$ cat config.mk
export PLATFORM = sky130hd
export DESIGN_NAME = midi_kick_tempo_tracker_unit_flat
export DESIGN_NICKNAME = d
export VERILOG_FILES = /design/src/sv/mkt_pkg.sv /design/src/sv/mkt_ifs.sv /design/src/sv/mkt_div.sv /design/src/sv/midi_kick_tempo_tracker_unit.sv /design/src/flat_wrapper.sv
export SDC_FILE = /design/constraint.sdc
export NUM_CORES = 1
export LEC_CHECK = 0
export BUFFER_PORTS_ARGS = -buffer_cell sky130_fd_sc_hd__buf_4
export CAP_MARGIN = 40
export CORE_UTILIZATION = 61
export CTS_BUF_LIST = sky130_fd_sc_hd__clkbuf_16
export CTS_CLUSTER_DIAMETER = 30
export DETAILED_ROUTE_END_ITERATION = 8
export PLACE_DENSITY = 0.79
export SLEW_MARGIN = 10
export SYNTH_ARGS = -nofsm -noshare
export SYNTH_HDL_FRONTEND = slang
export SYNTH_SLANG_ARGS = --single-unit
$ cat constraint.sdc
create_clock -name clk -period 7.4 [get_ports clk]
set_clock_uncertainty 0.05 [all_clocks]
set_input_delay 1.85 -clock clk [delete_from_list [all_inputs] [get_ports clk]]
set_output_delay 1.85 -clock clk [all_outputs]
set_load 0.005 [all_outputs]
$ cat src/sv/mkt_pkg.sv
// Package for the MIDI kick tempo tracker: shared constants, the sequencer
// state type and the divider status struct.
// No dependencies.
package mkt_pkg;

	localparam int DEF_WINDOW_DEPTH  = 8;
	localparam int DEF_MIN_INTERVALS = 4;

	// Quotient bits produced by the shared divider, one per cycle.
	localparam int DIV_Q_W = 16;

	localparam logic [1:0] STATUS_NOTE_ON  = 2'd1;
	localparam logic [1:0] STATUS_NOTE_OFF = 2'd2;

	localparam logic [6:0] KICK_PITCH_A = 7'd36;
	localparam logic [6:0] KICK_PITCH_B = 7'd35;

	localparam logic [6:0]  BARS_RESET  = 7'd8;
	localparam logic [10:0] TEMPO_RESET = 11'd1200;
	localparam logic [10:0] TEMPO_MIN   = 11'd600;
	localparam logic [10:0] TEMPO_MAX   = 11'd2000;
	localparam logic [15:0] RELEASE_Q16 = 16'd45875;

	localparam int MEAN_LOW_MS  = 100;
	localparam int MEAN_HIGH_MS = 2000;
	// Twice the 600000 tenths-of-BPM numerator, for round-half-up division.
	localparam int TEMPO_NUM2   = 1200000;

	typedef enum logic [2:0] {
		ST_IDLE,
		ST_MDIV,
		ST_SUM,
		ST_CHECK,
		ST_TDIV,
		ST_FINISH
	} mkt_state_t;

	typedef struct packed {
		logic busy;
		logic done;
	} div_stat_t;

endpackage

$ cat src/sv/mkt_ifs.sv
// Handshake channels of the tempo tracker: configuration writes, MIDI
// events in and results out. Depends on nothing.
interface mkt_cfg_if;
	logic       valid;
	logic       ready;
	logic [6:0] data;

	modport source (output valid, output data, input ready);
	modport sink   (input valid, input data, output ready);
endinterface

interface mkt_in_if;
	logic        valid;
	logic        ready;
	logic [1:0]  note_status;
	logic [6:0]  note_pitch;
	logic [6:0]  note_velocity;
	logic [31:0] time_ms;

	modport source (output valid, output note_status, output note_pitch,
		output note_velocity, output time_ms, input ready);
	modport sink   (input valid, input note_status, input note_pitch,
		input note_velocity, input time_ms, output ready);
endinterface

interface mkt_out_if;
	logic        valid;
	logic        ready;
	logic [6:0]  current_note;
	logic [6:0]  current_velocity;
	logic [15:0] intensity;
	logic [10:0] tempo_tenths;
	logic [15:0] beat_total;
	logic        switch_due;

	modport source (output valid, output current_note, output current_velocity,
		output intensity, output tempo_tenths, output beat_total,
		output switch_due, input ready);
	modport sink   (input valid, input current_note, input current_velocity,
		input intensity, input tempo_tenths, input beat_total,
		input switch_due, output ready);
endinterface

$ cat src/sv/mkt_div.sv
// Shared restoring divider of the tempo tracker, one quotient bit a cycle.
// Depends on mkt_pkg. The quotient must fit in DIV_Q_W bits.
module mkt_div import mkt_pkg::*; #(
	parameter int W = 37
) (
	input  logic                clk,
	input  logic                arst_n,
	input  logic                start,
	input  logic [W-1:0]        num,
	input  logic [W-1:0]        den,
	output div_stat_t           stat,
	output logic [DIV_Q_W-1:0]  quo,
	output logic [W-1:0]        rem
);

	localparam int SH_W  = W + DIV_Q_W - 1;
	localparam int CNT_W = $clog2(DIV_Q_W + 1);

	logic [W-1:0]       rem_q;
	logic [SH_W-1:0]    dsh_q;
	logic [DIV_Q_W-1:0] quo_q;
	logic [CNT_W-1:0]   cnt_q;
	logic               done_q;
	logic               ge;

	assign ge = {{(DIV_Q_W-1){1'b0}}, rem_q} >= dsh_q;

	always_ff @(posedge clk or negedge arst_n) begin
		if (!arst_n) begin
			cnt_q  <= '0;
			done_q <= 1'b0;
		end else if (start) begin
			cnt_q  <= CNT_W'(DIV_Q_W);
			done_q <= 1'b0;
		end else if (cnt_q != '0) begin
			cnt_q  <= cnt_q - 1'b1;
			done_q <= (cnt_q == CNT_W'(1));
		end else begin
			done_q <= 1'b0;
		end
	end

	// The divisor starts shifted to the top quotient bit and walks down.
	always_ff @(posedge clk) begin
		if (start) begin
			rem_q <= num;
			dsh_q <= {den, {(DIV_Q_W-1){1'b0}}};
		end else if (cnt_q != '0) begin
			if (ge) begin
				rem_q <= rem_q - dsh_q[W-1:0];
			end
			quo_q <= {quo_q[DIV_Q_W-2:0], ge};
			dsh_q <= dsh_q >> 1;
		end
	end

	assign stat.busy = (cnt_q != '0);
	assign stat.done = done_q;
	assign quo       = quo_q;
	assign rem       = rem_q;

endmodule

$ cat src/sv/midi_kick_tempo_tracker_unit.sv
// From acceptance to result valid: a non-kick beat goes straight to posting its result; a
// kick first takes the bar-group modulo and, once enough intervals are held, the window sum
// and the range check, then for an in-range mean the tempo quotient, and then posts. One
// shared divider serves both the bar-group modulo and the tempo quotient.
// One beat at a time; the next can be accepted as soon as the result is valid.
// Reset is asynchronous: tempo 120.0 BPM, 8 bars, counters and notes zero.
module midi_kick_tempo_tracker_unit import mkt_pkg::*; #(
	parameter int WINDOW_DEPTH  = DEF_WINDOW_DEPTH,
	parameter int MIN_INTERVALS = DEF_MIN_INTERVALS
) (
	input  logic         clk,
	input  logic         arst_n,
	mkt_cfg_if.sink      cfg,
	mkt_in_if.sink       midi,
	mkt_out_if.source    result
);

	localparam int FILL_W = $clog2(WINDOW_DEPTH + 1);
	localparam int HEAD_W = $clog2(WINDOW_DEPTH);
	localparam int SUM_W  = 32 + FILL_W;
	localparam int DIV_W  = SUM_W + 1;

	// v * 65535 / 127 rounded: 65535 = 516 * 127 + 3, so the remainder term
	// (3v + 63) / 127 only steps at v = 22, 64 and 106.
	function automatic logic [15:0] note_intensity(input logic [6:0] v);
		logic [15:0] base;
		base = ({9'd0, v} << 9) + ({9'd0, v} << 2);
		return base + 16'(v >= 7'd22) + 16'(v >= 7'd64) + 16'(v >= 7'd106);
	endfunction

	mkt_state_t state_q, state_d;

	logic [6:0]  bars_q;
	logic [31:0] last_kick_q;
	logic        have_last_q;
	logic [FILL_W-1:0] fill_q;
	logic [HEAD_W-1:0] head_q;
	logic [10:0] tempo_q;
	logic [15:0] beat_q;
	logic [6:0]  note_q;
	logic [6:0]  vel_q;
	logic [15:0] int_q;
	logic        sw_q;
	logic        tempo_go_q;

	logic [31:0] window [WINDOW_DEPTH];
	logic [31:0] rd_q;
	logic [FILL_W-1:0] idx_q;
	logic        pipe_q;
	logic [SUM_W-1:0] acc_q;

	logic        res_valid_q;
	logic [6:0]  res_note_q;
	logic [6:0]  res_vel_q;
	logic [15:0] res_int_q;
	logic [10:0] res_tempo_q;
	logic [15:0] res_beat_q;
	logic        res_sw_q;

	logic        accept;
	logic        note_on;
	logic        is_kick;
	logic        is_release;
	logic        win_we;
	logic        sum_done;
	logic        in_range;
	logic        load_res;
	logic        div_start;
	logic [15:0] beat_next;
	logic [FILL_W-1:0] fill_next;
	logic [6:0]  bars_eff;
	logic [8:0]  group;
	logic [31:0] rel_prod;
	logic [31:0] rel_round;
	logic [FILL_W+6:0]  lo_b;
	logic [FILL_W+10:0] hi_b;
	logic [DIV_W-1:0]   tnum;
	logic [DIV_W-1:0]   div_num;
	logic [DIV_W-1:0]   div_den;
	div_stat_t          div_stat;
	logic [DIV_Q_W-1:0] div_quo;
	logic [DIV_W-1:0]   div_rem;

	assign accept     = midi.valid && midi.ready;
	assign note_on    = (midi.note_status == STATUS_NOTE_ON) && (midi.note_velocity != '0);
	assign is_kick    = note_on && (midi.note_pitch == KICK_PITCH_A ||
		midi.note_pitch == KICK_PITCH_B);
	assign is_release = !note_on && (midi.note_status == STATUS_NOTE_ON ||
		midi.note_status == STATUS_NOTE_OFF) && (midi.note_pitch == note_q);
	assign win_we     = accept && is_kick && have_last_q;

	assign beat_next = beat_q + 16'd1;
	assign fill_next = (fill_q == FILL_W'(WINDOW_DEPTH)) ? fill_q : fill_q + 1'b1;
	assign bars_eff  = (bars_q == '0) ? 7'd1 : bars_q;
	assign group     = {bars_eff, 2'b00};

	assign rel_prod  = {16'd0, int_q} * {16'd0, RELEASE_Q16};
	assign rel_round = rel_prod + 32'd32768;

	// Mean strictly between the bounds, tested on the sum against n times each.
	assign lo_b     = (FILL_W+7)'(fill_q) * (FILL_W+7)'(MEAN_LOW_MS);
	assign hi_b     = (FILL_W+11)'(fill_q) * (FILL_W+11)'(MEAN_HIGH_MS);
	assign in_range = (acc_q > SUM_W'(lo_b)) && (acc_q < SUM_W'(hi_b));
	assign tnum     = DIV_W'(fill_q) * DIV_W'(TEMPO_NUM2) + DIV_W'(acc_q);

	assign sum_done = (idx_q == fill_q) && !pipe_q;
	assign load_res = (state_q == ST_FINISH) && (!res_valid_q || result.ready);

	// The divider serves the bar-group modulo on acceptance and the tempo later.
	always_comb begin
		if (state_q == ST_IDLE) begin
			div_num = DIV_W'(beat_next);
			div_den = DIV_W'(group);
		end else begin
			div_num = tnum;
			div_den = {acc_q, 1'b0};
		end
	end

	mkt_div #(.W(DIV_W)) u_div (
		.clk    (clk),
		.arst_n (arst_n),
		.start  (div_start),
		.num    (div_num),
		.den    (div_den),
		.stat   (div_stat),
		.quo    (div_quo),
		.rem    (div_rem)
	);

	always_comb begin
		state_d = state_q;
		unique case (state_q)
			ST_IDLE: begin
				if (midi.valid) begin
					state_d = is_kick ? ST_MDIV : ST_FINISH;
				end
			end
			ST_MDIV: begin
				if (div_stat.done) begin
					state_d = tempo_go_q ? ST_SUM : ST_FINISH;
				end
			end
			ST_SUM: begin
				if (sum_done) begin
					state_d = ST_CHECK;
				end
			end
			ST_CHECK:  state_d = in_range ? ST_TDIV : ST_FINISH;
			ST_TDIV: begin
				if (div_stat.done) begin
					state_d = ST_FINISH;
				end
			end
			ST_FINISH: begin
				if (load_res) begin
					state_d = ST_IDLE;
				end
			end
			default:   state_d = ST_IDLE;
		endcase
	end

	always_comb begin
		midi.ready = 1'b0;
		div_start  = 1'b0;
		unique case (state_q)
			ST_IDLE: begin
				midi.ready = 1'b1;
				div_start  = midi.valid && is_kick;
			end
			ST_CHECK:  div_start = in_range;
			default: begin
				midi.ready = 1'b0;
				div_start  = 1'b0;
			end
		endcase
	end

	assign cfg.ready = 1'b1;

	always_ff @(posedge clk or negedge arst_n) begin
		if (!arst_n) begin
			state_q     <= ST_IDLE;
			bars_q      <= BARS_RESET;
			last_kick_q <= '0;
			have_last_q <= 1'b0;
			fill_q      <= '0;
			head_q      <= '0;
			tempo_q     <= TEMPO_RESET;
			beat_q      <= '0;
			note_q      <= '0;
			vel_q       <= '0;
			int_q       <= '0;
			sw_q        <= 1'b0;
			tempo_go_q  <= 1'b0;
			idx_q       <= '0;
			pipe_q      <= 1'b0;
			res_valid_q <= 1'b0;
		end else begin
			state_q <= state_d;
			if (cfg.valid) begin
				bars_q <= cfg.data;
			end
			if (accept) begin
				sw_q       <= 1'b0;
				tempo_go_q <= 1'b0;
				if (note_on) begin
					note_q <= midi.note_pitch;
					vel_q  <= midi.note_velocity;
					int_q  <= note_intensity(midi.note_velocity);
				end else if (is_release) begin
					vel_q <= '0;
					int_q <= rel_round[31:16];
				end
				if (is_kick) begin
					last_kick_q <= midi.time_ms;
					have_last_q <= 1'b1;
					beat_q      <= beat_next;
					if (have_last_q) begin
						fill_q     <= fill_next;
						head_q     <= (head_q == HEAD_W'(WINDOW_DEPTH - 1)) ? '0 : head_q + 1'b1;
						tempo_go_q <= int'(fill_next) >= MIN_INTERVALS;
					end
				end
			end
			if (state_q == ST_MDIV && div_stat.done) begin
				sw_q   <= (beat_q != '0) && (div_rem == '0);
				idx_q  <= '0;
				pipe_q <= 1'b0;
			end
			// Read data is registered in rd_q, so the accumulate runs behind the read address.
			if (state_q == ST_SUM) begin
				pipe_q <= (idx_q != fill_q);
				if (idx_q != fill_q) begin
					idx_q <= idx_q + 1'b1;
				end
			end
			if (state_q == ST_TDIV && div_stat.done) begin
				if (div_quo < DIV_Q_W'(TEMPO_MIN)) begin
					tempo_q <= TEMPO_MIN;
				end else if (div_quo > DIV_Q_W'(TEMPO_MAX)) begin
					tempo_q <= TEMPO_MAX;
				end else begin
					tempo_q <= div_quo[10:0];
				end
			end
			if (load_res) begin
				res_valid_q <= 1'b1;
			end else if (result.ready) begin
				res_valid_q <= 1'b0;
			end
		end
	end

	always_ff @(posedge clk) begin
		if (win_we) begin
			window[head_q] <= midi.time_ms - last_kick_q;
		end
		rd_q <= window[idx_q[HEAD_W-1:0]];
	end

	always_ff @(posedge clk) begin
		if (state_q == ST_MDIV) begin
			acc_q <= '0;
		end else if (state_q == ST_SUM && pipe_q) begin
			acc_q <= acc_q + SUM_W'(rd_q);
		end
		if (load_res) begin
			res_note_q  <= note_q;
			res_vel_q   <= vel_q;
			res_int_q   <= int_q;
			res_tempo_q <= tempo_q;
			res_beat_q  <= beat_q;
			res_sw_q    <= sw_q;
		end
	end

	assign result.valid            = res_valid_q;
	assign result.current_note     = res_note_q;
	assign result.current_velocity = res_vel_q;
	assign result.intensity        = res_int_q;
	assign result.tempo_tenths     = res_tempo_q;
	assign result.beat_total       = res_beat_q;
	assign result.switch_due       = res_sw_q;

	a_div_free: assert property (@(posedge clk) disable iff (!arst_n)
		div_start |-> !div_stat.busy)
		else $error("divider started while busy");

	a_fill_bound: assert property (@(posedge clk) disable iff (!arst_n)
		int'(fill_q) <= WINDOW_DEPTH)
		else $error("interval fill beyond window depth");

	a_tempo_range: assert property (@(posedge clk) disable iff (!arst_n)
		tempo_q >= TEMPO_MIN && tempo_q <= TEMPO_MAX)
		else $error("tempo outside clamp range");

	a_switch_beat: assert property (@(posedge clk) disable iff (!arst_n)
		load_res && sw_q |-> beat_q != '0)
		else $error("switch flag raised at beat count zero");

endmodule
$ cat src/flat_wrapper.sv
// flat-port wrapper written by rule: the top's interface ports become plain ports
module midi_kick_tempo_tracker_unit_flat import mkt_pkg::*;
#(
	parameter int WINDOW_DEPTH  = DEF_WINDOW_DEPTH,
	parameter int MIN_INTERVALS = DEF_MIN_INTERVALS
)
  (clk, arst_n, cfg_valid, cfg_data, cfg_ready, midi_valid, midi_note_status, midi_note_pitch, midi_note_velocity, midi_time_ms, midi_ready, result_valid, result_current_note, result_current_velocity, result_intensity, result_tempo_tenths, result_beat_total, result_switch_due, result_ready);
  mkt_cfg_if cfg_i ();
  mkt_in_if midi_i ();
  mkt_out_if result_i ();
  input  logic clk;
  input  logic arst_n;
  input wire logic [$bits(cfg_i.valid)-1:0] cfg_valid;
  input wire logic [$bits(cfg_i.data)-1:0] cfg_data;
  output wire logic [$bits(cfg_i.ready)-1:0] cfg_ready;
  input wire logic [$bits(midi_i.valid)-1:0] midi_valid;
  input wire logic [$bits(midi_i.note_status)-1:0] midi_note_status;
  input wire logic [$bits(midi_i.note_pitch)-1:0] midi_note_pitch;
  input wire logic [$bits(midi_i.note_velocity)-1:0] midi_note_velocity;
  input wire logic [$bits(midi_i.time_ms)-1:0] midi_time_ms;
  output wire logic [$bits(midi_i.ready)-1:0] midi_ready;
  output wire logic [$bits(result_i.valid)-1:0] result_valid;
  output wire logic [$bits(result_i.current_note)-1:0] result_current_note;
  output wire logic [$bits(result_i.current_velocity)-1:0] result_current_velocity;
  output wire logic [$bits(result_i.intensity)-1:0] result_intensity;
  output wire logic [$bits(result_i.tempo_tenths)-1:0] result_tempo_tenths;
  output wire logic [$bits(result_i.beat_total)-1:0] result_beat_total;
  output wire logic [$bits(result_i.switch_due)-1:0] result_switch_due;
  input wire logic [$bits(result_i.ready)-1:0] result_ready;
  assign cfg_i.valid = cfg_valid;
  assign cfg_i.data = cfg_data;
  assign cfg_ready = cfg_i.ready;
  assign midi_i.valid = midi_valid;
  assign midi_i.note_status = midi_note_status;
  assign midi_i.note_pitch = midi_note_pitch;
  assign midi_i.note_velocity = midi_note_velocity;
  assign midi_i.time_ms = midi_time_ms;
  assign midi_ready = midi_i.ready;
  assign result_valid = result_i.valid;
  assign result_current_note = result_i.current_note;
  assign result_current_velocity = result_i.current_velocity;
  assign result_intensity = result_i.intensity;
  assign result_tempo_tenths = result_i.tempo_tenths;
  assign result_beat_total = result_i.beat_total;
  assign result_switch_due = result_i.switch_due;
  assign result_i.ready = result_ready;
  midi_kick_tempo_tracker_unit #(.WINDOW_DEPTH(WINDOW_DEPTH), .MIN_INTERVALS(MIN_INTERVALS)) u_core (.clk(clk), .arst_n(arst_n), .cfg(cfg_i), .midi(midi_i), .result(result_i));
endmodule
# After elaboration in Yosys (flattened, before gate mapping)
# Memories as Yosys holds them, arrays and structs flattened. A register that Yosys moved wholly into a read port is not among the register bits.
# Cells that the tools add are included.
# Widths: inputs -> output; s select.
dict set report word_totals {
  ff_bits 320
  ramBits 256
  out_inout_bits 61
  elab_cells 162
  mem_count 1
}
dict set report classes {
  addsub 14
  multipliers 4
  n_lt_le_gt_ge 9
  n_eq_ne 20
  mux 44
  bitwise 1
  n_reduce_logical 40
}
# memory words word_bits rd rd_ports_with_merged_regs wr line
set mem_list {}
lappend mem_list {u_core.window 8 32 1 1 1 midi_kick_tempo_tracker_unit.sv:46} ;# logic [31:0] window [WINDOW_DEPTH];
# cell count
set ops {}
lappend ops {{$mux 37} 5}
lappend ops {{$mux 52} 2}
lappend ops {{$ge 37x52->1} 1}
lappend ops {{$add 16x1->16} 3}
lappend ops {{$add 25x36->37} 1}
lappend ops {{$logic_not 37->1} 1}
lappend ops {{$sub 37x37->37} 1}
lappend ops {{$add 36x32->36} 1}
lappend ops {{$gt 36x11->1} 1}
lappend ops {{$lt 36x15->1} 1}
lappend ops {{$add 32x16->32 const B} 1}
lappend ops {{$mul 16x16->32 const B} 1}
lappend ops {{$mux 16} 2}
lappend ops {{$sub 32x32->32} 1}
lappend ops {{$mux 3} 8}
lappend ops {{$mux 11} 2}
lappend ops {{$mux 7} 3}
lappend ops {{$mul 4x14->18 const B} 1}
lappend ops {{$pmux 3 s6} 1}
lappend ops {{$add 16x1->16 const B} 1}
lappend ops {{$add 16x9->16} 1}
lappend ops {{$gt 16x11->1 const B} 1}
lappend ops {{$lt 16x10->1 const B} 1}
lappend ops {{$mux 4} 4}
lappend ops {{37 further kinds} 87}

# Depth between registers and ports, before layout
# Gate-level depths: netlist of the first run.
dict set report logic_depth {
  ltp_word 7
  depth_mapped 23
}

# By module
# A second synthesis of the first run with hierarchy kept.
dict set report hier_totals {
  cells_unflattened 3291
  area_unflattened_um2 36371.1
}
# module instances cells_per_inst area_per_inst_um2
set by_module_without_submodules {}
lappend by_module_without_submodules {midi_kick_tempo_tracker_unit 1 2538 29558.3}
lappend by_module_without_submodules {mkt_div 1 753 6812.8}

# Worst setup path before layout of the first run
# Ideal clock, no wire load.
dict set report synth_timing {
  kind {in2reg}
  startpoint {input port midi_note_status[0]}
  endpoint {memory u_core.window[0][0] (enable)}
  setup_ps 461
  arrival_time_ps 5372
  required_ps 6889
  slack_ps 1517
  cell_stages 7
  path_buffers 0
  cell_sequence {nor2b_1 o21a_1 nand3_1 nor2_1 nand2_1 or2_2 nor3_1}
}
dict set report synth_via {
  elab_chain_len 7
}
# item line
set synth_rtl {}
lappend synth_rtl {{from (decl)} flat_wrapper.sv:17} ;# input wire logic [$bits(midi_i.note_status)-1:0] midi_note_status;
lappend synth_rtl {{$eq 2x1->1} midi_kick_tempo_tracker_unit.sv:85} ;# assign note_on = (midi.note_status == STATUS_NOTE_ON) && (midi.note_velocity != '0);
lappend synth_rtl {{$logic_and 1x1->1} midi_kick_tempo_tracker_unit.sv:85}
lappend synth_rtl {{$logic_and 1x1->1} midi_kick_tempo_tracker_unit.sv:86} ;# assign is_kick = note_on && (midi.note_pitch == KICK_PITCH_A ||
lappend synth_rtl {{$logic_and 1x1->1 (2 in series)} midi_kick_tempo_tracker_unit.sv:90} ;# assign win_we = accept && is_kick && have_last_q;
lappend synth_rtl {{$mux 1} midi_kick_tempo_tracker_unit.sv:257} ;# if (win_we) begin
lappend synth_rtl {{$mux 1 (implied by the code)} midi_kick_tempo_tracker_unit.sv:258} ;# window[head_q] <= midi.time_ms - last_kick_q;
lappend synth_rtl {{to (decl)} midi_kick_tempo_tracker_unit.sv:46}
# No other way between the ends.

# Final worst setup path of the first run
dict set report layout_timing {
  startpoint {register u_core.int_q[9]}
  endpoint {register u_core.int_q[15]}
}
dict set report layout_via {
  elab_chain_len 4
}
# item line
set layout_rtl {}
lappend layout_rtl {{from (decl)} midi_kick_tempo_tracker_unit.sv:42} ;# logic [15:0] int_q;
lappend layout_rtl {{from (signal assigned)} midi_kick_tempo_tracker_unit.sv:211} ;# int_q <= note_intensity(midi.note_velocity);
lappend layout_rtl {{from (signal assigned)} midi_kick_tempo_tracker_unit.sv:214} ;# int_q <= rel_round[31:16];
lappend layout_rtl {{$mul 16x16->32} midi_kick_tempo_tracker_unit.sv:97} ;# assign rel_prod = {16'd0, int_q} * {16'd0, RELEASE_Q16};
lappend layout_rtl {{$add 32x16->32} midi_kick_tempo_tracker_unit.sv:98} ;# assign rel_round = rel_prod + 32'd32768;
lappend layout_rtl {{$mux 16} midi_kick_tempo_tracker_unit.sv:212} ;# end else if (is_release) begin
lappend layout_rtl {{$mux 16} midi_kick_tempo_tracker_unit.sv:208} ;# if (note_on) begin
# No other way between the ends. The select of a mux whose other input is x is not followed.
# A chain may end at the register's enable or synchronous reset.

==> results.sh, run 1 <==
export IMPL_cts_tree="built"
export IMPL_synthSimpleGateAreaFrac_pct=9.60
export IMPL_grtUsageMet2_pct=50.5
export IMPL_drc_errors=0
export IMPL_cts_resized_gates=0
export IMPL_antenna_left=0
export IMPL_synth_top_area_share_pct=34.6
export IMPL_max_cap_viol_count=0
export IMPL_crit_required_ps=7860
export IMPL_root_buffer="clkbuf_16"
export IMPL_synthMuxAreaShare_pct=6.22
export IMPL_clk_pin_slew_ps=60
export IMPL_synth_compound_area_share_pct=11.0
export IMPL_synthAdderAreaFrac_pct=16.7
export IMPL_grt_overflow=0
export IMPL_grtUsageMet1_pct=39.1
export IMPL_track_usage_pct=30.0
export IMPL_setup_tns_ps=0
export IMPL_grt_pass1_vias=25300
export IMPL_num_vias=24700
export IMPL_grt_max_degree=78
export IMPL_synth_xor_area_share_pct=4.10
export IMPL_tightestPinTransition_ps=862
export IMPL_seq_area_mm2=0.0168
export IMPL_fmax_mhz=151
export IMPL_die_y_um=242
export IMPL_ys_seq_elements=608
export IMPL_area_growth_pct=16.8
export IMPL_crit_arrival_ps=7080
export IMPL_start_util_pct=61.9
export IMPL_status="complete, no violations"
export IMPL_hold_viol_final=0
export IMPL_coreArea_mm2=0.0566
export IMPL_synth_ff_type="edfxtp_1"
export IMPL_std_cell_rows=87
export IMPL_clock_sinks=608
export IMPL_synth_top_family_by_area="adder cells"
export IMPL_die_w_um=242
export IMPL_routed_wl_um=87100
export IMPL_ys_seq_area_share_pct=48.0
export IMPL_maxSlewHeadroom_pct=42.1
export IMPL_mappedNetlistArea_mm2=0.0350
export IMPL_fillerInstances=3752
export IMPL_detail_route_first_pass_iterations=6
export IMPL_wl_per_cell_um=21.3
export IMPL_drt_iter0_drc=2108
export IMPL_drive_gt1_share_pct=15.2
export IMPL_viasPerCell=6.05
export IMPL_top_usage_layer="met2"
export IMPL_antenna_cells=0
export IMPL_rsz0062_at_grt="no"
export IMPL_clk_path_buf_depth=3
export IMPL_hold_buffers=0
export IMPL_multi_input_area_mm2=0.0168
export IMPL_synth_top_cells_by_area="edfxtp_1 35%, ha_1 11%, dfrtp_1 8.3%"
export IMPL_grt_use_met3_pct=5.14
export IMPL_cp_end_kind="register"
export IMPL_postCtsSetupBuffers=0
export IMPL_worstSetupStartpointType="register"
export IMPL_synth_edf_count=404
export IMPL_yosysTopAreaCell="edfxtp_1"
export IMPL_io_pins=121
export IMPL_die_area_mm2=0.0584
export IMPL_yosys_warnings=0
export IMPL_async_flop_share_pct=19.9
export IMPL_grt_pass1_wl_um=138000
export IMPL_io_buffers=119
export IMPL_netlist_top_cells_count="404 x edfxtp_1, 318 x inv_1, 314 x ha_1, 265 x nand2_1, 189 x a21oi_1"
export IMPL_yosys_cell_count_top_type="edfxtp_1"
export IMPL_cts_buffers=119
export IMPL_critical_path_max_fanout=9
export IMPL_hp_class="register to register"
export IMPL_synth_distinct_cells=81
export IMPL_synth_net_count=3516
export IMPL_gp_congestion=0.948
export IMPL_postSynthAreaPerCell_um2=11.5
export IMPL_criticalPathCategory="register to register"
export IMPL_nets=3698
export IMPL_setup_violations=0
export IMPL_dp_hpwl_um=59600
export IMPL_htreeDepth=3
export IMPL_period_share_pct=89.4
export IMPL_antenna_found_initial=1
export IMPL_slew_viol_final=0
export IMPL_syn_inst=3046
export IMPL_clk_latency_ps=680
export IMPL_min_period_ps=6620
## final cells by class
cell class,count,share of cell area (%)
sequential,608,41.1
clock buffer,120,7.34
clock inverter,105,2.42
multi-input combinational,2029,41.0
inverter,319,2.93
tap,756,2.31
timing repair buffer,151,2.89
## logic make-up (layout without fill, tap and decap cells)
kind of cell    after synthesis  after routing
buf+inv                     409            695
simple gates                705            705
other cells                   2              2
flops                       608            608
compound gates              617            617
fa+ha+maj                   410            410
xor+xnor                    164            164
mux                         131            131
## through the flow
stage	utilization, %	cells	instance area [um^2]	hold slack (ps)	setup slack [ps]
after detailed placement	65.2	3863	36900	383	940
final	72.3	4088	40900	368	782
after global routing	72.3	4088	40900	377	469
after floorplan	-	3046	35000	373	1520
after global placement	65.1	3859	36900	381	1100
after CTS	72.3	4088	40900	366	839
## registers in the layout (all words and copies together), names as in the netlist, 4 cells and up
signal and count:
u_core.result.beat_total 16, u_core.rd_q 32, u_core.fill_q 4, u_core.tempo_q 11, u_core.result.current_note 7, u_core.u_div.rem 37, u_core.window 256, u_core.result.current_velocity 7
u_core.result.tempo_tenths 11, u_core.u_div.cnt_q 5, u_core.result.intensity 16, u_core.acc_q 36, u_core.u_div.quo 16, u_core.int_q 16, u_core.beat_q 16, u_core.vel_q 7
u_core.idx_q 4, u_core.bars_q 7, u_core.u_div.dsh_q 52, u_core.note_q 7, u_core.last_kick_q 32
## critical path, stage by stage, from the launching register on
cell and delay, ps:
dfrtp_1 570, inv_1 200, ha_1 370, fa_1 510, fa_1 520, inv_1 50, fa_1 460, fa_1 540
inv_1 60, fa_1 540, inv_1 60, ha_1 210, a211o_1 240, a21oi_1 200, o211ai_1 140, o211ai_1 300
o21ai_1 240, a221oi_2 420, o211a_1 250, o311ai_0 130, a311oi_1 360, a21oi_1 70
## cells in the final DEF (no fill, tap or decap), types with 24 or more instances in the layout
cell type / netlist / layout
edfxtp_1: 404 / 404
inv_1: 318 / 341
ha_1: 314 / 314
nand2_1: 265 / 265
a21oi_1: 189 / 189
o21ai_0: 162 / 162
buf_4: 1 / 145
nor2_1: 134 / 124
clkbuf_16: 0 / 120
dfrtp_1: 116 / 114
xnor2_1: 97 / 97
fa_1: 96 / 96
dfxtp_1: 83 / 83
xor2_1: 67 / 67
a21o_1: 65 / 65
mux4_2: 64 / 64
nand3_1: 55 / 55
mux2_2: 54 / 54
nor3_1: 48 / 45
and3_1: 38 / 38
nand2b_1: 29 / 29
nor2b_1: 27 / 27
nor4_1: 27 / 27
o21a_1: 24 / 24
## layer usage
layer	vias to the layer above	share of wire, %
met5	-	0.015
met4	2	3.4
met3	211	6.1
met2	962	49
met1	12200	41
li1	11400	-
## worst paths after layout
check                           cells past startpoint  slack (ps)                      startpoint                                 end
worst min-delay path                                0         370  u_core.u_div.quo[14]$_DFFE_PP_      u_core.u_div.quo[15]$_DFFE_PP_
max in group asynchronous                           2        4820                          arst_n           u_core.idx_q[0]$_DFF_PN0_
worst min register to register                      0         370  u_core.u_div.quo[14]$_DFFE_PP_      u_core.u_div.quo[15]$_DFFE_PP_
min in group asynchronous                           1        1160                          arst_n  u_core.last_kick_q[18]$_DFFE_PN0P_
worst max-delay path                               21         780     u_core.int_q[9]$_DFFE_PN0P_        u_core.int_q[15]$_DFFE_PN0P_
worst max register to register                     21         780     u_core.int_q[9]$_DFFE_PN0P_        u_core.int_q[15]$_DFFE_PN0P_
Power of run 1 is left out: the tool's default activity adds up to more than one toggle a clock period on the data nets, which glitch-free logic cannot reach.
==> run 2: changes to the inputs <==
- PLACE_DENSITY: 0.79 -> default
- PLACE_DENSITY_LB_ADDON: default -> 0.3
==> run 2 against run 1 <==
Design area increased by 0.35%. Global-route usage increased by 0.45 points. Largest cell class unchanged. Setup slack improved by 54 ps. Highest routed layer is now met4.
==> results.sh, run 2 (synthesis results as in run 1) <==
export IMPL_setup_tns_ps=0
export IMPL_die_area_mm2=0.0584
export IMPL_antenna_found_initial=0
export IMPL_grt_pass1_vias=25600
export IMPL_htreeDepth=3
export IMPL_fmax_mhz=152
export IMPL_viasPerCell=6.04
export IMPL_fillerInstances=3746
export IMPL_detail_route_first_pass_iterations=7
export IMPL_dp_hpwl_um=60300
export IMPL_root_buffer="clkbuf_16"
export IMPL_clock_sinks=608
export IMPL_antenna_left=0
export IMPL_postCtsSetupBuffers=0
export IMPL_clk_pin_slew_ps=50
export IMPL_slew_viol_final=0
export IMPL_start_util_pct=61.9
export IMPL_hold_buffers=0
export IMPL_cts_buffers=116
export IMPL_grt_max_degree=66
export IMPL_area_growth_pct=17.2
export IMPL_die_w_um=242
export IMPL_crit_buf_inv=4
export IMPL_tightestPinTransition_ps=926
export IMPL_antenna_cells=0
export IMPL_crit_arrival_ps=7030
export IMPL_wl_per_cell_um=21.3
export IMPL_criticalPathCategory="register to register"
export IMPL_final_cell_mix="404 x edfxtp_1, 327 x inv_1, 314 x ha_1, 265 x nand2_1, 189 x a21oi_1"
export IMPL_setup_violations=0
export IMPL_grt_pass1_wl_um=140000
export IMPL_layout_commonest_cell="edfxtp_1"
export IMPL_grt_overflow=0
export IMPL_hp_class="register to register"
export IMPL_clk_path_buf_depth=3
export IMPL_design_area_mm2=0.0411
export IMPL_routed_wl_um=87100
export IMPL_critical_path_max_fanout=9
export IMPL_drt_iter0_drc=1997
export IMPL_maxSlewHeadroom_pct=38.2
export IMPL_rsz0062_at_grt="no"
export IMPL_routed_wl_met2_um=42900
export IMPL_gp_congestion=0.996
export IMPL_slowest_delay_ps=540
export IMPL_met3WireLength_um=5220
export IMPL_status="complete, no violations"
export IMPL_track_usage_pct=30.5
export IMPL_hold_viol_final=0
export IMPL_crit_required_ps=7860
export IMPL_max_cap_viol_count=0
export IMPL_path_cells="inv_1, ha_1, fa_1, fa_1, inv_1, fa_1, fa_1, inv_1, fa_1, inv_1, ha_1, a211o_1, a21oi_1, o211ai_1, o211ai_1, o21ai_1, a221oi_2, o211a_1, o311ai_0, a311oi_1, a21oi_1"
export IMPL_period_share_pct=88.7
export IMPL_regMostFlops="u_core.window"
export IMPL_hold_slack_ps=388
export IMPL_finish_utilization_pct=72.6
export IMPL_cp_end_kind="register"
export IMPL_clk_latency_ps=680
export IMPL_slowest_stage="fa_1"
export IMPL_die_y_um=242
export IMPL_drc_errors=0
export IMPL_place_area_mm2=0.0369
export IMPL_highest_layer="met4"
export IMPL_worstSetupStartpointType="register"
export IMPL_cts_tree="built"
export IMPL_crit_family="adder cells"
export IMPL_wl_met1_um=36100
export IMPL_num_vias=24700
export IMPL_io_buffers=119
export IMPL_cts_resized_gates=0
export IMPL_min_period_ps=6560
export IMPL_largest_register_ffs=256
export IMPL_nets=3695
export IMPL_drive_gt1_share_pct=15.7
export IMPL_path_common_cell="fa_1"
export IMPL_coreArea_mm2=0.0566
export IMPL_std_cell_rows=87
export IMPL_io_pins=121
[run 2: metrics by stage]
| step | worst slack, ps | cells |
|---|---|---|
| floorplan | 1520 | 3046 |
| global placement | 1090 | 3860 |
| detailed placement | 924 | 3863 |
| CTS | 886 | 4085 |
| global route | 522 | 4085 |
| finish | 835 | 4085 |
[run 2: area by class of cell]
class | count | area [um^2] | share of cell area [%]
flip-flops and latches | 608 | 16800 | 41.0
multi-input cells | 2029 | 16800 | 40.9
clock buffers | 118 | 2950 | 7.19
inverters | 319 | 1200 | 2.92
clock inverters | 104 | 1190 | 2.89
repair buffers | 151 | 1170 | 2.86
well taps | 756 | 946 | 2.30
[run 2: worst paths after layout]
kind	depth (start not counted)	end	start	slack, ps
max	21	u_core.int_q[15]$_DFFE_PN0P_	u_core.int_q[9]$_DFFE_PN0P_	840
min	0	u_core.result.switch_due$_DFFE_PP_	u_core.sw_q$_DFFE_PN0P_	390
max reg2reg	21	u_core.int_q[15]$_DFFE_PN0P_	u_core.int_q[9]$_DFFE_PN0P_	840
min reg2reg	0	u_core.result.switch_due$_DFFE_PP_	u_core.sw_q$_DFFE_PN0P_	390
max in group asynchronous	2	u_core.idx_q[0]$_DFF_PN0_	arst_n	4780
min in group asynchronous	1	u_core.last_kick_q[19]$_DFFE_PN0P_	arst_n	1100
[run 2: metal layers]
| layer | track usage [%] | up-vias |
|---|---|---|
| met3 | 4.32 | 193 |
| met2 | 51.6 | 934 |
| met4 | 12.2 | 0 |
| met5 | 0 | - |
| met1 | 39.6 | 12200 |
| li1 | - | 11400 |
Power of run 2 is left out for the same reason.
